--- src/hdl/pcm_frame_format_converter_assert.svh ---
// Assertion macros for the PCM frame format converter.
`ifndef PCM_FRAME_FORMAT_CONVERTER_ASSERT_SVH
`define PCM_FRAME_FORMAT_CONVERTER_ASSERT_SVH

// Check that a holds the same cycle as b.
`define PFC_ASSERT_SAME(label, clk, rst_n, a, b) \
    label: assert property (@(posedge clk) disable iff (!rst_n) (a) |-> (b)) \
        else $error("pfc assertion failed");

// Check that b holds the cycle after a.
`define PFC_ASSERT_NEXT(label, clk, rst_n, a, b) \
    label: assert property (@(posedge clk) disable iff (!rst_n) (a) |=> (b)) \
        else $error("pfc assertion failed");

`endif

--- src/hdl/pfc_pkg.sv ---
// Shared types, register indexes and arithmetic helpers for the PCM format converter.
package pfc_pkg;

    localparam int SAMPLE_W  = 16;
    localparam int CFG_IDX_W = 2;

    typedef enum logic [CFG_IDX_W-1:0] {
        CFG_IN_16BIT   = 2'd0,
        CFG_IN_STEREO  = 2'd1,
        CFG_OUT_16BIT  = 2'd2,
        CFG_OUT_STEREO = 2'd3
    } pfc_cfg_idx_t;

    typedef struct packed {
        logic in_is_16bit;
        logic in_is_stereo;
        logic out_is_16bit;
        logic out_is_stereo;
    } pfc_cfg_t;

    typedef struct packed {
        logic signed [SAMPLE_W-1:0] left;
        logic signed [SAMPLE_W-1:0] right;
        logic                       last;
    } pfc_frame_t;

    // Divide by 256, truncating toward zero.
    function automatic logic signed [SAMPLE_W-1:0] div256(input logic signed [SAMPLE_W-1:0] s);
        logic signed [SAMPLE_W-1:0] biased;
        biased = s + (s[SAMPLE_W-1] ? 16'sd255 : 16'sd0);
        return biased >>> 8;
    endfunction

    // Divide by 2, truncating toward zero.
    function automatic logic signed [SAMPLE_W-1:0] half(input logic signed [SAMPLE_W-1:0] s);
        logic signed [SAMPLE_W-1:0] biased;
        biased = s + (s[SAMPLE_W-1] ? 16'sd1 : 16'sd0);
        return biased >>> 1;
    endfunction

endpackage

--- src/hdl/pfc_cfg_regs.sv ---
// Configuration register file for the PCM format converter.
module pfc_cfg_regs (
    input  logic                          clk,
    input  logic                          rst_n,
    input  logic                          cfg_valid,
    output logic                          cfg_ready,
    input  logic [pfc_pkg::CFG_IDX_W-1:0] cfg_index,
    input  logic                          cfg_data,
    output pfc_pkg::pfc_cfg_t             cfg
);
    import pfc_pkg::*;

    pfc_cfg_t cfg_reg;
    pfc_cfg_t cfg_next;

    assign cfg_ready = 1'b1;
    assign cfg       = cfg_reg;

    always_comb
    begin
        cfg_next = cfg_reg;
        if (cfg_valid)
        begin
            unique case (pfc_cfg_idx_t'(cfg_index))
                CFG_IN_16BIT:   cfg_next.in_is_16bit   = cfg_data;
                CFG_IN_STEREO:  cfg_next.in_is_stereo  = cfg_data;
                CFG_OUT_16BIT:  cfg_next.out_is_16bit  = cfg_data;
                CFG_OUT_STEREO: cfg_next.out_is_stereo = cfg_data;
                default:        cfg_next = cfg_reg;
            endcase
        end
    end

    always_ff @(posedge clk or negedge rst_n)
    begin
        if (!rst_n)
            cfg_reg <= '{in_is_16bit: 1'b1, in_is_stereo: 1'b1,
                         out_is_16bit: 1'b1, out_is_stereo: 1'b1};
        else
            cfg_reg <= cfg_next;
    end

endmodule

--- src/hdl/pfc_convert.sv ---
// Combinational width and channel conversion of one frame.
module pfc_convert (
    input  pfc_pkg::pfc_cfg_t   cfg,
    input  pfc_pkg::pfc_frame_t frame_in,
    output pfc_pkg::pfc_frame_t frame_out
);
    import pfc_pkg::*;

    logic signed [SAMPLE_W-1:0] l;
    logic signed [SAMPLE_W-1:0] r;
    logic signed [SAMPLE_W-1:0] lw;
    logic signed [SAMPLE_W-1:0] rw;
    logic signed [SAMPLE_W:0]   sum;
    logic signed [SAMPLE_W:0]   sum_biased;
    logic signed [SAMPLE_W:0]   sum_div;
    logic signed [SAMPLE_W-1:0] mix;

    always_comb
    begin
        if (cfg.in_is_16bit)
        begin
            l = frame_in.left;
            r = frame_in.right;
        end
        else
        begin
            l = {{8{frame_in.left[7]}}, frame_in.left[7:0]};
            r = {{8{frame_in.right[7]}}, frame_in.right[7:0]};
        end

        if (cfg.in_is_16bit == cfg.out_is_16bit)
        begin
            lw = l;
            rw = r;
        end
        else if (cfg.out_is_16bit)
        begin
            lw = {l[7:0], 8'h00};
            rw = {r[7:0], 8'h00};
        end
        else
        begin
            lw = div256(l);
            rw = div256(r);
        end

        sum        = {l[SAMPLE_W-1], l} + {r[SAMPLE_W-1], r};
        sum_biased = sum + (sum[SAMPLE_W] ? 17'sd511 : 17'sd0);
        sum_div    = sum_biased >>> 9;

        if (cfg.in_is_16bit == cfg.out_is_16bit)
            mix = half(l) + half(r);
        else if (cfg.out_is_16bit)
            mix = {sum[8:0], 7'b0};
        else
            mix = sum_div[SAMPLE_W-1:0];

        frame_out.last = frame_in.last;
        if (!cfg.in_is_stereo)
        begin
            frame_out.left  = lw;
            frame_out.right = cfg.out_is_stereo ? lw : '0;
        end
        else if (cfg.out_is_stereo)
        begin
            frame_out.left  = lw;
            frame_out.right = rw;
        end
        else
        begin
            frame_out.left  = mix;
            frame_out.right = '0;
        end
    end

endmodule

--- src/hdl/pcm_frame_format_converter.sv ---
// Top level: input register, conversion logic, output register and config port.
// An accepted item passes the input register, then the output register, before m_tvalid rises.
// Throughput: 1 item per cycle while m_tready is high; both stages advance together when the output drains.
// The output register lets a new item enter while a finished result waits.
// Reset: asynchronous active low; both stages empty, all four config registers set to 1.
`include "pcm_frame_format_converter_assert.svh"

module pcm_frame_format_converter (
    input  logic                          clk,
    input  logic                          rst_n,
    input  logic                          s_tvalid,
    output logic                          s_tready,
    input  logic [31:0]                   s_tdata,   // left_in[15:0], right_in[31:16]
    input  logic                          s_tlast,   // frame_last
    output logic                          m_tvalid,
    input  logic                          m_tready,
    output logic [31:0]                   m_tdata,   // left_out[15:0], right_out[31:16]
    output logic                          m_tlast,   // last_out
    input  logic                          cfg_valid,
    output logic                          cfg_ready,
    input  logic [pfc_pkg::CFG_IDX_W-1:0] cfg_index,
    input  logic                          cfg_data
);
    import pfc_pkg::*;

    pfc_cfg_t   cfg;
    pfc_frame_t in_frame;
    pfc_frame_t conv_frame;

    logic       s1_valid_reg;
    logic       s1_valid_next;
    pfc_frame_t s1_frame_reg;
    logic       out_valid_reg;
    logic       out_valid_next;
    pfc_frame_t out_frame_reg;
    logic       s2_ready;
    logic       s1_load;
    logic       s2_load;

    pfc_cfg_regs u_cfg (
        .clk       (clk),
        .rst_n     (rst_n),
        .cfg_valid (cfg_valid),
        .cfg_ready (cfg_ready),
        .cfg_index (cfg_index),
        .cfg_data  (cfg_data),
        .cfg       (cfg)
    );

    pfc_convert u_convert (
        .cfg       (cfg),
        .frame_in  (s1_frame_reg),
        .frame_out (conv_frame)
    );

    assign in_frame.left  = s_tdata[15:0];
    assign in_frame.right = s_tdata[31:16];
    assign in_frame.last  = s_tlast;

    assign s2_ready = !out_valid_reg || m_tready;
    assign s_tready = !s1_valid_reg || s2_ready;
    assign s1_load  = s_tvalid && s_tready;
    assign s2_load  = s1_valid_reg && s2_ready;

    always_comb
    begin
        s1_valid_next = s1_valid_reg;
        if (s1_load)
            s1_valid_next = 1'b1;
        else if (s2_ready)
            s1_valid_next = 1'b0;

        out_valid_next = out_valid_reg;
        if (s2_load)
            out_valid_next = 1'b1;
        else if (m_tready)
            out_valid_next = 1'b0;
    end

    always_ff @(posedge clk or negedge rst_n)
    begin
        if (!rst_n)
        begin
            s1_valid_reg  <= 1'b0;
            out_valid_reg <= 1'b0;
        end
        else
        begin
            s1_valid_reg  <= s1_valid_next;
            out_valid_reg <= out_valid_next;
        end
    end

    always_ff @(posedge clk)
    begin
        if (s1_load)
            s1_frame_reg <= in_frame;
        if (s2_load)
            out_frame_reg <= conv_frame;
    end

    assign m_tvalid = out_valid_reg;
    assign m_tdata  = {out_frame_reg.right, out_frame_reg.left};
    assign m_tlast  = out_frame_reg.last;

    `PFC_ASSERT_NEXT(a_accept_fills_s1, clk, rst_n, s_tvalid && s_tready, s1_valid_reg)
    `PFC_ASSERT_SAME(a_full_stall_blocks, clk, rst_n, s1_valid_reg && !s2_ready, !s_tready)
    `PFC_ASSERT_NEXT(a_s1_moves_to_out, clk, rst_n, s1_valid_reg && s2_ready, m_tvalid)

endmodule
--- config.mk ---
export PLATFORM = sky130hd
export DESIGN_NAME = pcm_frame_format_converter
export DESIGN_NICKNAME = d
export VERILOG_FILES = /design/src/hdl/pfc_pkg.sv /design/src/hdl/pfc_cfg_regs.sv /design/src/hdl/pfc_convert.sv /design/src/hdl/pcm_frame_format_converter.sv
export VERILOG_INCLUDE_DIRS = /design/src /design/src/hdl
export SDC_FILE = /design/constraint.sdc
export NUM_CORES = 1
export LEC_CHECK = 0
export ABC_AREA = 0
export BUFFER_PORTS_ARGS = -buffer_cell sky130_fd_sc_hd__buf_2
export CAP_MARGIN = 20
export CORE_MARGIN = 2
export CORE_UTILIZATION = 50
export DETAILED_ROUTE_END_ITERATION = 16
export GPL_ROUTABILITY_DRIVEN = 1
export PLACE_DENSITY = 0.69
export SLEW_MARGIN = 10
export SYNTH_ARGS = -nofsm -noshare
export SYNTH_HDL_FRONTEND = slang
export SYNTH_SLANG_ARGS = --single-unit
--- constraint.sdc ---
create_clock -name clk -period 5.4 [get_ports clk]
set_input_delay 0.27 -clock clk [delete_from_list [all_inputs] [get_ports clk]]
set_output_delay 0.27 -clock clk [all_outputs]
set_load 0.03 [all_outputs]
== After elaboration in Yosys (flattened, before gate mapping) ==
Cells that the tools add are included.
Storage, ports and cells
  register bits: 72
  output and inout bits: 36
  input port bits: 41
  logic and storage cells: 56
Cells by class
  reductions and logical operators: 13
  mux-type cells: 20
  eq/ne operators: 4
  $add $sub $neg: 7
Operators by type and width (number)
  two-way mux 16 bit: 9
  two-way mux 32 bit: 2
  adder 16 x 2 -> 16 bit: 2
  adder 16 x 9 -> 16 bit: 2
  adder 16 x 16 -> 17 bit: 1
  adder 17 bit: 1
  adder 15 x 15 -> 16 bit: 1
  two-way mux 8 bit: 2
  two-way mux 9 bit: 1
  AND reduction 2 bit: 4
  two-way mux 1 bit: 6
  equality test 2 bit, second input constant: 2
  nonzero test 2 bit: 2
  equality test 2 x 1 -> 1 bit, second input constant: 1
  logical AND 1 bit: 2
  logical NOT 1 bit: 2
  logical NOT 2 bit: 1
  logical OR 1 bit: 2
  equality test 1 bit: 1

== Logic depth before layout (Yosys ltp) ==
  word-level depth: 8
  gate-level depth with buffers: 20
  depth with buffers taken out: 18

== Cells and area by module ==
A second synthesis with hierarchy kept.
Second synthesis, totals
  cell total of the unflattened synthesis: 705
  area total of the unflattened synthesis: 6296.0 um^2
By module, submodules not included
  pfc_convert: times used 1, sequential area each 0.0 um^2, cells each 617, area an instance 4016.4 um^2
  pcm_frame_format_converter: times used 1, sequential area each 2031.9 um^2, cells each 74, area an instance 2085.8 um^2
  pfc_cfg_regs: times used 1, sequential area each 105.1 um^2, cells each 14, area an instance 193.9 um^2

== Worst setup path before layout ==
No wires, ideal clock.
  path type: reg-to-reg
  start: reg u_cfg.cfg_reg, in the netlist u_cfg.cfg[3]
  end: reg out_frame_reg, in the netlist m_tdata[15] (data pin)
  slack: 1474 ps
  required time: 5233 ps
  period minus slack after synthesis: 3926 ps
  buffers on the path: 2
  library setup time: 167 ps
  cell stages (with the launch flop): 20
  data arrival time: 3759 ps
  cells stage by stage: dfstp_2 -> buf_2 -> nor2b_1 -> buf_4 -> a21oi_2 -> inv_1 -> and2_1 -> ha_1 -> xor2_1 -> ha_1 -> a21o_1 -> a21oi_1 -> o21ai_0 -> o21ai_0 -> o21a_1 -> a21oi_1 -> a21oi_1 -> nor2b_1 -> o311a_1 -> a211oi_1
RTL lines
  start, declared: RTL line pfc_cfg_regs.sv:13  | pfc_cfg_t cfg_reg;
  start signal, assigned: RTL line pfc_cfg_regs.sv:37  | cfg_reg <= '{in_is_16bit: 1'b1, in_is_stereo: 1'b1,
  start signal, assigned: RTL line pfc_cfg_regs.sv:40  | cfg_reg <= cfg_next;
  end signal, assigned: RTL line pcm_frame_format_converter.sv:99  | out_frame_reg <= conv_frame;
  end, declared: RTL line pcm_frame_format_converter.sv:35  | pfc_frame_t out_frame_reg;

==> results.md <==
| Metric | Value | Unit |
|---|---|---|
| Final Hold Violating Endpoints | 0 | - |
| Met1 Usage GRT | 45.0 | % |
| Prevailing post-synth register cell | edfxtp_1 | - |
| Crit path max fanout | 11 | - |
| Core box area | 0.0121 | mm^2 |
| Startpoint types | register | - |
| Cell Area, Synth | 0.00623 | mm^2 |
| Port-buffer cells | 75 | - |
| Yosys cell types | 71 | - |
| Post-CTS Setup Repair Bufs | 0 | - |
| TritonCTS clock tree | built | - |
| Flip-flop and latch count after synthesis | 72 | - |
| Proportion of synthesized chip area in sequential cells | 34.3 | % |
| Largest voltage drop on the vdd net | 0.000247 | V |
| First-pass GRT wire length | 30.8 | mm |
| Clock network fraction of total power | 23.9 | % |
| Worst-case setup slack after placement | 0.743 | ns |
| Clock insertion delay at the later pin of the skew report | 0.34 | ns |
| Net Count, Synth | 795 | - |
| Gr busiest metal | met2 | - |
| Critical path capture point type | register | - |
| Half-perimeter wire length after placement | 16.0 | mm |
| Post-CTS clock slew at the launch and capture registers of the worst setup and hold paths | 0.06 | ns |
| Final Setup Violations | 0 | - |
| Internal power consumption | 1.62 | mW |
| Met3 global-route usage | 6.33 | % |
| Max capacitance violation total | 0 | - |
| Power Dens Cells | 388 | mW/mm^2 |
| Via density per instance | 6.10 | - |
| CTS H-tree lvls | 3 | - |
| Finished Cell Area | 0.00710 | mm^2 |
| Final Wtd Congestion | 1.03 | - |
| Width of the die | 116 | um |
| Path type of the worst setup path | reg2reg | - |
| Worst Setup Slack, final | 0.613 | ns |
| Average detailed-routed wire length per instance | 21.6 | um |
| Sw power | 1.13 | mW |
| Reg2Reg Setup Slack | 0.61 | ns |
| Pin count of the biggest net entering global routing | 45 | - |
| Number of global-route vias before repair | 5,326 | - |
| CTS Buf Count | 9 | - |
| Status | complete, no violations | - |
| Setup TNS | 0 | ns |
| Highest clock rate | 209 | MHz |
| Worst slew margin | 38.4 | % |
| Hold Worst Slack | 0.0970 | ns |
| Part of the total power dissipated in sequential elements | 28.9 | % |
| Number of detailed-routing iterations run before antenna repair | 5 | - |
| # diodes | 0 | - |
| Total routed wirelength | 20.4 | mm |
| Total die area | 0.0134 | mm^2 |
| Maximum clock path buffer count | 2 | - |
| Starting density of the core | 51.5 | % |
| Share of cells above drive strength 1 | 16.6 | % |
| Yosys warnings | 0 | - |
| Residual DRC | 0 | - |
| Overflow left after global routing | 0 | - |
| Initial antenna violation count | 0 | - |
| Vertical die dimension | 116 | um |
| Required arrival time at the worst endpoint | 5.57 | ns |
| Number of synthesized flops with an enable pin | 66 | - |
| DRC violation total after the first TritonRoute iteration | 580 | - |
| Unrepaired setup endpoints after global routing | false | - |
| Cell at the root of the clock tree | clkbuf_16 | - |
| Transition at the pin with the smallest max-transition slack | 0.923 | ns |
| Met2 demand-to-capacity share in global routing | 46.2 | % |
| Logic gate share of total power | 47.2 | % |
| Total via count in the routed design | 5,739 | - |
| Remaining number of nets flagged by the antenna check after routing | 0 | - |
| Final standard cell utilization of the core | 58.6 | % |
| Setup Skew | 0.00504 | ns |
| Number of clock sinks | 72 | - |
| Largest register FFs | 33 | - |
| Total count of max-transition violations in the final report | 0 | - |
| Placed Instance Area | 0.00676 | mm^2 |
| Final #Nets | 858 | - |
| Period utilization | 88.7 | % |
| Count of standard-cell rows | 40 | - |
| Average instance area after synthesis | 8.84 | um^2 |
| Number of instances in the synthesized netlist | 705 | - |
| Proportion of synthesized flip-flops having asynchronous set or reset | 8.33 | % |
| Num ports | 77 | - |
| Relative area change from synthesis to final layout | 13.9 | % |
| Leakage power | 2.91 | nW |
| Overall Global Routing Usage | 31.5 | % |
| Hold WC Path Type | in2reg | - |
| Minimum clock period after layout | 4.79 | ns |
| Switching part of the total power | 41.2 | % |
| Arrival time reported for the critical path endpoint | 4.96 | ns |
[worst paths after layout]
kind,cells after the start,startpoint,to
worst max register to register,17,s1_frame_reg[24],m_tdata[15]
worst min register to register,0,s1_frame_reg[0],m_tlast
worst min-delay path,1,s_tdata[21],s1_frame_reg[6]
worst max-delay path,17,s1_frame_reg[24],m_tdata[15]
min in group asynchronous,2,rst_n,s1_valid_reg
max in group asynchronous,2,rst_n,u_cfg.cfg[3]
[cell usage in the layout (no fill, tap or decap), drive strengths merged, types with 5 or more instances in the layout]
master / count
ha: 47
a21oi: 67
a21o: 14
nand2b: 23
xor2: 20
nand3: 29
inv: 28
nand2: 65
o211ai: 11
a211oi: 5
and2: 10
clkbuf: 9
edfxtp: 66
o21a: 6
o31ai: 5
nor3: 9
nor2: 58
buf: 85
o21ai: 42
xnor2: 41
and3: 14
nor2b: 9
o22ai: 9
a31oi: 20
[what timing repair did]
action,CTS,global route
hold buffers,1,0
setup endpoints to repair,0,0
gates resized for setup,0,0
hold endpoints to repair,6,0
[power by group through the flow]
| stage | clock network [mW] | logic, mW | registers [mW] |
|---|---|---|---|
| 3_5_place_dp | 0 | 1.27 | 0.805 |
| 4_1_cts | 0.669 | 1.27 | 0.794 |
| 6_report | 0.660 | 1.30 | 0.797 |
| 2_1_floorplan | 0 | 0.861 | 0.845 |
| 3_3_place_gp | 0 | 1.25 | 0.803 |
| 5_1_grt | 0.693 | 1.41 | 0.807 |
[worst max-delay path, stage by stage, from the launching register on]
cell	delay, ns
edfxtp_1	0.54
nor2b_1	0.61
a21oi_2	0.10
inv_1	0.32
and2_1	0.21
ha_1	0.27
xor2_1	0.24
ha_1	0.27
a21o_1	0.18
a21oi_1	0.21
o21ai_0	0.15
o21ai_0	0.39
o21a_1	0.19
a21oi_1	0.07
a21oi_1	0.26
nor2b_1	0.09
o311a_1	0.34
a211oi_1	0.17
[metrics by stage]
step           power (mW)  cells
2_1_floorplan        1.71    705
3_3_place_gp         2.06    924
3_5_place_dp         2.07    924
4_1_cts              2.74    941
5_1_grt              2.91    941
6_report             2.76    941
[synth_stat cells, drive strengths merged, types with 5 or more instances]
cell type,count,share of area (%)
xnor2,41,5.8
and2,10,1.0
ha,47,9.4
o31ai,5,0.68
a211oi,5,0.68
nor2b,9,0.90
nor3,9,0.72
inv,28,1.7
o21ai,42,3.4
nor2,58,3.5
buf,9,0.72
o22ai,9,0.90
nand2b,23,2.3
a21o,14,1.7
and3,14,1.4
a21oi,67,5.4
nand3,29,2.5
a31oi,20,2.3
edfxtp,66,32
clkbuf,25,1.5
o21a,6,0.72
xor2,20,2.8
nand2,65,3.9
o211ai,11,1.4
[routing by layer]
layer,vias to the layer above,part of all wire (%)
met3,58,8.9
met5,-,0
met4,0,4.3
met2,301,43
li1,2720,-
met1,2660,44
[cell families after synthesis]
logic type      share of synthesized area (%)
compound gates                           23.5
xor+xnor                                 8.57
fa+ha+maj                                10.1
buf+inv                                  3.99
flops                                    34.3
mux                                     0.883
other cells                            0.0601
simple gates                             18.6
[layout make-up]
class / count / area (um^2)
sequential: 72 / 2140
clock inverter: 7 / 110
multi-input combinational: 570 / 3850
inverter: 29 / 109
clock buffer: 9 / 225
fill: 1109 / 5010
timing repair buffer: 86 / 460
tap: 168 / 210
No activity file was read; power rests on OpenSTA's default activity.
